`config.mk`:
```
export PLATFORM = sky130hd
export DESIGN_NAME = double_ended_queue_with_search
export DESIGN_NICKNAME = d
export VERILOG_FILES = /design/src/design/deq_pkg.sv /design/src/design/deq_ram.sv /design/src/design/double_ended_queue_with_search.sv
export SDC_FILE = /design/constraint.sdc
export NUM_CORES = 1
export LEC_CHECK = 0
export BUFFER_PORTS_ARGS = -buffer_cell sky130_fd_sc_hd__buf_2
export CAP_MARGIN = 15
export CELL_PAD_IN_SITES_DETAIL_PLACEMENT = 0
export CELL_PAD_IN_SITES_GLOBAL_PLACEMENT = 1
export CORE_ASPECT_RATIO = 1.75
export CORE_UTILIZATION = 50
export DETAILED_ROUTE_END_ITERATION = 8
export HOLD_SLACK_MARGIN = 0.05
export PLACE_DENSITY_LB_ADDON = 0.12
export SYNTH_ARGS = -nofsm -noshare
export SYNTH_HDL_FRONTEND = slang
export SYNTH_SLANG_ARGS = --single-unit
```
`constraint.sdc`:
```
create_clock -name clk -period 7.6 [get_ports clk]
set_clock_uncertainty 0.2 [all_clocks]
set_input_delay 0 -clock clk [delete_from_list [all_inputs] [get_ports clk]]
set_output_delay 0 -clock clk [all_outputs]
set_load 0.01 [all_outputs]
```
`src/design/deq_pkg.sv`:
```
// Shared types and constants of the deque with search.
package deq_pkg;

	localparam int DATA_W = 32;
	localparam int FUNC_W = 3;
	localparam int POS_W  = 4;
	localparam int CNT_W  = 5;

	typedef enum logic [FUNC_W-1:0] {
		FN_PUSH_FRONT = 3'd0,
		FN_PUSH_BACK  = 3'd1,
		FN_POP_FRONT  = 3'd2,
		FN_POP_BACK   = 3'd3,
		FN_FIND       = 3'd4,
		FN_CLEAR      = 3'd5
	} func_t;

	typedef enum logic [2:0] {
		S_IDLE = 3'b001,
		S_EXEC = 3'b010,
		S_FIND = 3'b100
	} state_t;

endpackage

```
`src/design/deq_ram.sv`:
```
// Entry memory of the deque: one write port, one read port with registered data.
module deq_ram #(
	parameter int DEPTH = 16,
	parameter int WIDTH = 32
) (
	input  logic                     clk,
	input  logic                     wr_en,
	input  logic [$clog2(DEPTH)-1:0] wr_addr,
	input  logic [WIDTH-1:0]         wr_data,
	input  logic                     rd_en,
	input  logic [$clog2(DEPTH)-1:0] rd_addr,
	output logic [WIDTH-1:0]         rd_data
);

	logic [WIDTH-1:0] mem [DEPTH];
	logic [WIDTH-1:0] rd_data_q;

	always_ff @(posedge clk) begin
		if (wr_en) begin
			mem[wr_addr] <= wr_data;
		end
	end

	// Read data holds until the next read, so a stalled result keeps its value.
	always_ff @(posedge clk) begin
		if (rd_en) begin
			rd_data_q <= mem[rd_addr];
		end
	end

	assign rd_data = rd_data_q;

endmodule

```
`src/design/double_ended_queue_with_search.sv`:
```
// Bounded deque of signed 32-bit values held in a ring in one memory. Each transaction on the
// input channel carries one operation (push front, push back, pop front, pop back, find, clear)
// and yields exactly one result transaction. Pushes, pops, clear and unused codes pass through the
// execute state, which loads the result once the output register is free. Find walks the ring from
// the front one entry per cycle through the memory's single read port and stops at the first match
// or after the last entry; an empty store reports a miss without a walk. A new transaction is
// accepted as soon as the previous one has been loaded into the output register, even while that
// result still waits for out_ready.
module double_ended_queue_with_search #(
	parameter int CAPACITY = 16
) (
	input  logic                                 clk,
	input  logic                                 arst_n,
	input  logic                                 in_valid,
	output logic                                 in_ready,
	input  logic [deq_pkg::FUNC_W-1:0]           func,
	input  logic signed [deq_pkg::DATA_W-1:0]    operand_value,
	output logic                                 out_valid,
	input  logic                                 out_ready,
	output logic                                 ok,
	output logic signed [deq_pkg::DATA_W-1:0]    popped_value,
	output logic                                 found,
	output logic [deq_pkg::POS_W-1:0]            found_position,
	output logic                                 is_empty,
	output logic [deq_pkg::CNT_W-1:0]            entry_count
);

	import deq_pkg::*;

	localparam int AW = $clog2(CAPACITY);
	localparam int CW = $clog2(CAPACITY + 1);
	localparam logic [AW:0]   CAP_A     = (AW+1)'(CAPACITY);
	localparam logic [CW-1:0] CAP_C     = CW'(CAPACITY);
	localparam logic [AW-1:0] LAST_SLOT = AW'(CAPACITY - 1);

	state_t            state_q, state_d;
	func_t             func_q;
	logic [DATA_W-1:0] operand_q;
	logic [AW-1:0]     front_q, front_d;
	logic [CW-1:0]     count_q, count_d;
	logic [AW-1:0]     idx_q, idx_d;

	logic              out_valid_q;
	logic              ok_q, found_q, empty_q;
	logic [DATA_W-1:0] pop_q;
	logic [POS_W-1:0]  pos_q;
	logic [CNT_W-1:0]  cnt_q;

	logic              rd_en, wr_en;
	logic [AW-1:0]     rd_addr, wr_addr;
	logic [DATA_W-1:0] rd_data;

	logic              finish, res_ok, res_found;
	logic [DATA_W-1:0] res_pop;
	logic [AW-1:0]     res_pos;
	logic              out_free, full, empty, hit, last;
	logic [AW-1:0]     front_dec;

	function automatic logic [AW-1:0] ring_addr(input logic [AW-1:0] base,
		input logic [AW-1:0] off);
		logic [AW:0] sum;
		sum = {1'b0, base} + {1'b0, off};
		if (sum >= CAP_A) begin
			sum = sum - CAP_A;
		end
		return sum[AW-1:0];
	endfunction

	deq_ram #(
		.DEPTH(CAPACITY),
		.WIDTH(DATA_W)
	) u_deq_ram (
		.clk    (clk),
		.wr_en  (wr_en),
		.wr_addr(wr_addr),
		.wr_data(operand_q),
		.rd_en  (rd_en),
		.rd_addr(rd_addr),
		.rd_data(rd_data)
	);

	assign in_ready  = (state_q == S_IDLE);
	assign out_free  = !out_valid_q || out_ready;
	assign full      = (count_q == CAP_C);
	assign empty     = (count_q == '0);
	assign front_dec = (front_q == '0) ? LAST_SLOT : front_q - AW'(1);
	assign hit       = !empty && (rd_data == operand_q);
	assign last      = empty || (CW'(idx_q) == count_q - CW'(1));

	// Writes happen only in the execute state and reads only on acceptance or while
	// searching, so the memory never sees a read and a write in the same cycle.
	always_comb begin
		state_d   = state_q;
		front_d   = front_q;
		count_d   = count_q;
		idx_d     = idx_q;
		rd_en     = 1'b0;
		rd_addr   = front_q;
		wr_en     = 1'b0;
		wr_addr   = front_q;
		finish    = 1'b0;
		res_ok    = 1'b0;
		res_found = 1'b0;
		res_pop   = '0;
		res_pos   = '0;
		unique case (state_q)
			S_IDLE: begin
				if (in_valid) begin
					rd_en = 1'b1;
					if (func == FN_POP_BACK) begin
						rd_addr = ring_addr(front_q, AW'(count_q - CW'(1)));
					end
					idx_d   = '0;
					state_d = (func == FN_FIND) ? S_FIND : S_EXEC;
				end
			end
			S_EXEC: begin
				if (out_free) begin
					finish  = 1'b1;
					state_d = S_IDLE;
					unique case (func_q)
						FN_PUSH_FRONT: begin
							if (!full) begin
								wr_en   = 1'b1;
								wr_addr = front_dec;
								front_d = front_dec;
								count_d = count_q + CW'(1);
								res_ok  = 1'b1;
							end
						end
						FN_PUSH_BACK: begin
							if (!full) begin
								wr_en   = 1'b1;
								wr_addr = ring_addr(front_q, AW'(count_q));
								count_d = count_q + CW'(1);
								res_ok  = 1'b1;
							end
						end
						FN_POP_FRONT: begin
							if (!empty) begin
								res_pop = rd_data;
								front_d = ring_addr(front_q, AW'(1));
								count_d = count_q - CW'(1);
								res_ok  = 1'b1;
							end
						end
						FN_POP_BACK: begin
							if (!empty) begin
								res_pop = rd_data;
								count_d = count_q - CW'(1);
								res_ok  = 1'b1;
							end
						end
						FN_CLEAR: begin
							front_d = '0;
							count_d = '0;
							res_ok  = 1'b1;
						end
						default: begin
						end
					endcase
				end
			end
			S_FIND: begin
				if (hit || last) begin
					if (out_free) begin
						finish    = 1'b1;
						res_ok    = 1'b1;
						res_found = hit;
						res_pos   = hit ? idx_q : '0;
						state_d   = S_IDLE;
					end
				end else begin
					rd_en   = 1'b1;
					rd_addr = ring_addr(front_q, idx_q + AW'(1));
					idx_d   = idx_q + AW'(1);
				end
			end
			default: begin
				state_d = S_IDLE;
			end
		endcase
	end

	always_ff @(posedge clk or negedge arst_n) begin
		if (!arst_n) begin
			state_q     <= S_IDLE;
			front_q     <= '0;
			count_q     <= '0;
			idx_q       <= '0;
			out_valid_q <= 1'b0;
		end else begin
			state_q <= state_d;
			front_q <= front_d;
			count_q <= count_d;
			idx_q   <= idx_d;
			if (finish) begin
				out_valid_q <= 1'b1;
			end else if (out_ready) begin
				out_valid_q <= 1'b0;
			end
		end
	end

	always_ff @(posedge clk) begin
		if (in_valid && in_ready) begin
			func_q    <= func_t'(func);
			operand_q <= operand_value;
		end
		if (finish) begin
			ok_q    <= res_ok;
			pop_q   <= res_pop;
			found_q <= res_found;
			pos_q   <= POS_W'(res_pos);
			empty_q <= (count_d == '0);
			cnt_q   <= CNT_W'(count_d);
		end
	end

	assign out_valid      = out_valid_q;
	assign ok             = ok_q;
	assign popped_value   = pop_q;
	assign found          = found_q;
	assign found_position = pos_q;
	assign is_empty       = empty_q;
	assign entry_count    = cnt_q;

endmodule

```
==> run_results.csv <==
group,metric,value,unit
floorplanning,coreArea,50600,um^2
worst_setup_path,critPathCaptureType,"flip-flop",
placement,gpl.final_weighted_congestion,0.8619,
timing,fin_crit_sh,69.76,%
yosys,syn_nets,1671,
placement,dpl-instance-area,26820,um^2
worst_setup_path,critical_path.max_fanout,130,
yosys,synth_flop_cell,"edfxtp_1",
clock_tree,cts.clk_slew.worst_paths,70,ps
status,status,"finished, final reports clean",
flow_run,maxCapViolCount,0,
finish,seq_area,19130,um^2
timing,worst_slew_pin_slew,1046,ps
yosys,ys_types,61,
timing,setup_violations,0,
hold_path,worst_hold_path_type,"input pin to flip-flop",
yosys,synth_area,25620,um^2
worst_setup_path,rr_startpoint,"operand_q[0]",
timing,whs,62.67,ps
grt,grt-ovfl-total,0,
clock_tree,clk_latency,600,ps
worst_setup_path,path_cells,"xor2_1, nor4_1, nand4_1, nand4_1, and3_4, buf_12, mux2i_1, a221oi_1, or4_1",
timing,fmax,0.1886,GHz
floorplanning,die_area,52180,um^2
worst_setup_path,arrival,5440,ps
yosys,ys_seq_area_share,74.69,%
finish,nets,1818,
worst_setup_path,crit_top_cell,"nand4_1",
clock_tree,post_cts_buffers,0,
power_and_ir_drop,peakVddDrop,352.1,uV
yosys,ys_ff_latch,640,
finish,multi_input_area,6117,um^2
placement,place.detailed.hpwl,33790,um
power_and_ir_drop,powerDensity,335.2,nW/um^2
route,drc,0,
timing,period_minus_slack,5302,ps
finish,fillCellCount,3920,
clock_tree,cts_inserted_buffers,55,
timing,hold_violations,0,
power_and_ir_drop,p_leak,9.973,nW
clock_tree,htreeDepth,2,
grt,grt_pass1_wl,96370,um
yosys,avgSynthCellArea,15.87,um^2
placement,dp_cells,2296,
finish,fin_cells,2471,
route,routed_via_density,6.038,
clock_tree,clock_path_buffers,3,
finish,area_delta_synth_final,14.50,%
worst_setup_path,crit_path_max_incr_delay,860,ps
floorplanning,rows,109,
worst_setup_path,worst-path-buf-inv,1,
hold_path,min_from,"func[0]",
finish,stdcell_area,29330,um^2
timing,setup_tns,0,ps
grt,antenna_found_initial,1,
route,drt_wl_total,65540,um
route,dr_total_vias,14920,
worst_setup_path,crit_path_top_delay_cell,"nor4_1",
worst_setup_path,start_kind,"flip-flop",
worst_setup_path,worstSetupPathType,"flip-flop to flip-flop",
finish,diodes,0,
timing,rsz0062_at_grt,"no",
worst_setup_path,worstPathRequired,7740,ps
route,ant_nets,0,
route,drt_iter0_markers,1316,
clock_tree,ctsRootBufferMaster,"clkbuf_16",
floorplanning,start_util,50.63,%
finish,drive_above_1_share,12.58,%
yosys,async_reset_ff_share,2.656,%
yosys,yosysWarnings,0,
finish,final_cell_mix,"edfxtp_1, nand2_1, a21oi_1, a221oi_1, mux2i_1",
timing,slew_viol_final,0,
worst_setup_path,cp-startpoint,"operand_q[0]",
route,first_pass_iters,5,
finish,layout_commonest_cell,"edfxtp_1",
grt,grt_max_degree,215,
worst_setup_path,crit_family,"simple AND/OR/NAND/NOR gates",
route,wire_per_inst,26.52,um
grt,grt_pass1_vias,14830,
yosys,syn_inst,1614,
placement,portBuffers,84,
clock_tree,cts_tree,"done",
clock_tree,clock-sinks,640,
timing,relSlewSlack,30.25,%
grt,grt_usage,25.30,%
floorplanning,die_h,301.4,um
floorplanning,io_pins,85,
yosys,synth_edf_count,623,
floorplanning,die_w,173.1,um
[cell families (layout without fill, tap and decap cells)]
| family | Yosys count | count (layout) | synth area share, % |
|---|---|---|---|
| fa+ha+maj | 18 | 18 | 0.9671 |
| xor+xnor | 47 | 47 | 1.636 |
| compound gates | 342 | 342 | 9.158 |
| mux | 129 | 129 | 5.041 |
| simple gates | 325 | 325 | 6.315 |
| buf+inv | 113 | 304 | 2.188 |
| flops | 640 | 640 | 74.69 |
[Yosys cell counts, types with 16 or more instances]
master	number	share of area, %
clkbuf_1	39	0.57
nand2_1	155	2.3
a21oi_1	143	2.8
o21ai_0	27	0.53
mux2i_1	129	5.0
edfxtp_1	623	73
and2_1	38	0.93
a221oi_1	129	4.4
nor2_1	36	0.53
dfrtp_1	16	1.6
or4_1	32	0.94
buf_2	46	0.90
xnor2_1	34	1.2
[cell type report]
| type | count | area share (%) |
|---|---|---|
| Clock inverter | 25 | 0.8702 |
| Sequential cell | 640 | 65.23 |
| Multi-Input combinational cell | 861 | 20.85 |
| Inverter | 13 | 0.1664 |
| Clock buffer | 76 | 5.170 |
| Tap cell | 666 | 2.841 |
| Timing Repair Buffer | 190 | 4.863 |
[power by group]
part / internal (mW) / leakage (nW) / switching [mW]
clock: 1.56 / 0.863 / 1.22
combinational: 0.953 / 3.26 / 1.72
sequential: 4.13 / 5.85 / 0.239
[per-layer routing]
layer / vias to the layer above / part of all wire [%] / GRT usage [%]
met3: 102 / 4.6 / 2.433
met4: 2 / 2.6 / 7.859
met2: 465 / 52 / 45.94
li1: 6655 / - / -
met5: - / 0.012 / 0
met1: 7696 / 40 / 31.94
[worst paths after layout]
path | endpoint | slack [ps] | cells after the start
min in group asynchronous | idx_q[3] | 400 | 3
min reg2reg | popped_value[4] | 380 | 1
max reg2reg | u_deq_ram.rd_data[16] | 2300 | 9
max in group asynchronous | count_q[3] | 6210 | 3
min | state_q[2] | 60 | 4
max | u_deq_ram.rd_data[16] | 2300 | 9
[sequential cells by signal, summed over array words and instances, names as in the netlist]
name               flops
u_deq_ram.mem        512
state_q                3
ok                     1
entry_count            5
operand_q             32
u_deq_ram.rd_data     32
found                  1
found_position         4
front_q                4
idx_q                  4
out_valid              1
func_q                 3
is_empty               1
count_q                5
popped_value          32
[worst min-delay path, stage by stage]
cell	delay, ps
dlygate4sd3_1	510
buf_2	110
nor3b_1	60
o2bb2ai_1	110
[stage by stage]
step	worst slack (ps)	utilization, %	power [mW]
floorplan	1880	-	6.311
global placement	2526	53.01	7.067
detailed placement	2368	53.01	7.099
CTS	2316	57.97	9.894
global route	2078	57.97	10.26
finish	2298	57.97	9.831
[what timing repair did]
item,4_1_cts,5_1_grt
hold buffers,74,0
resized for setup,0,0
hold endpoints to repair,59,0
Note: power is estimated with default switching activity, not from simulation.
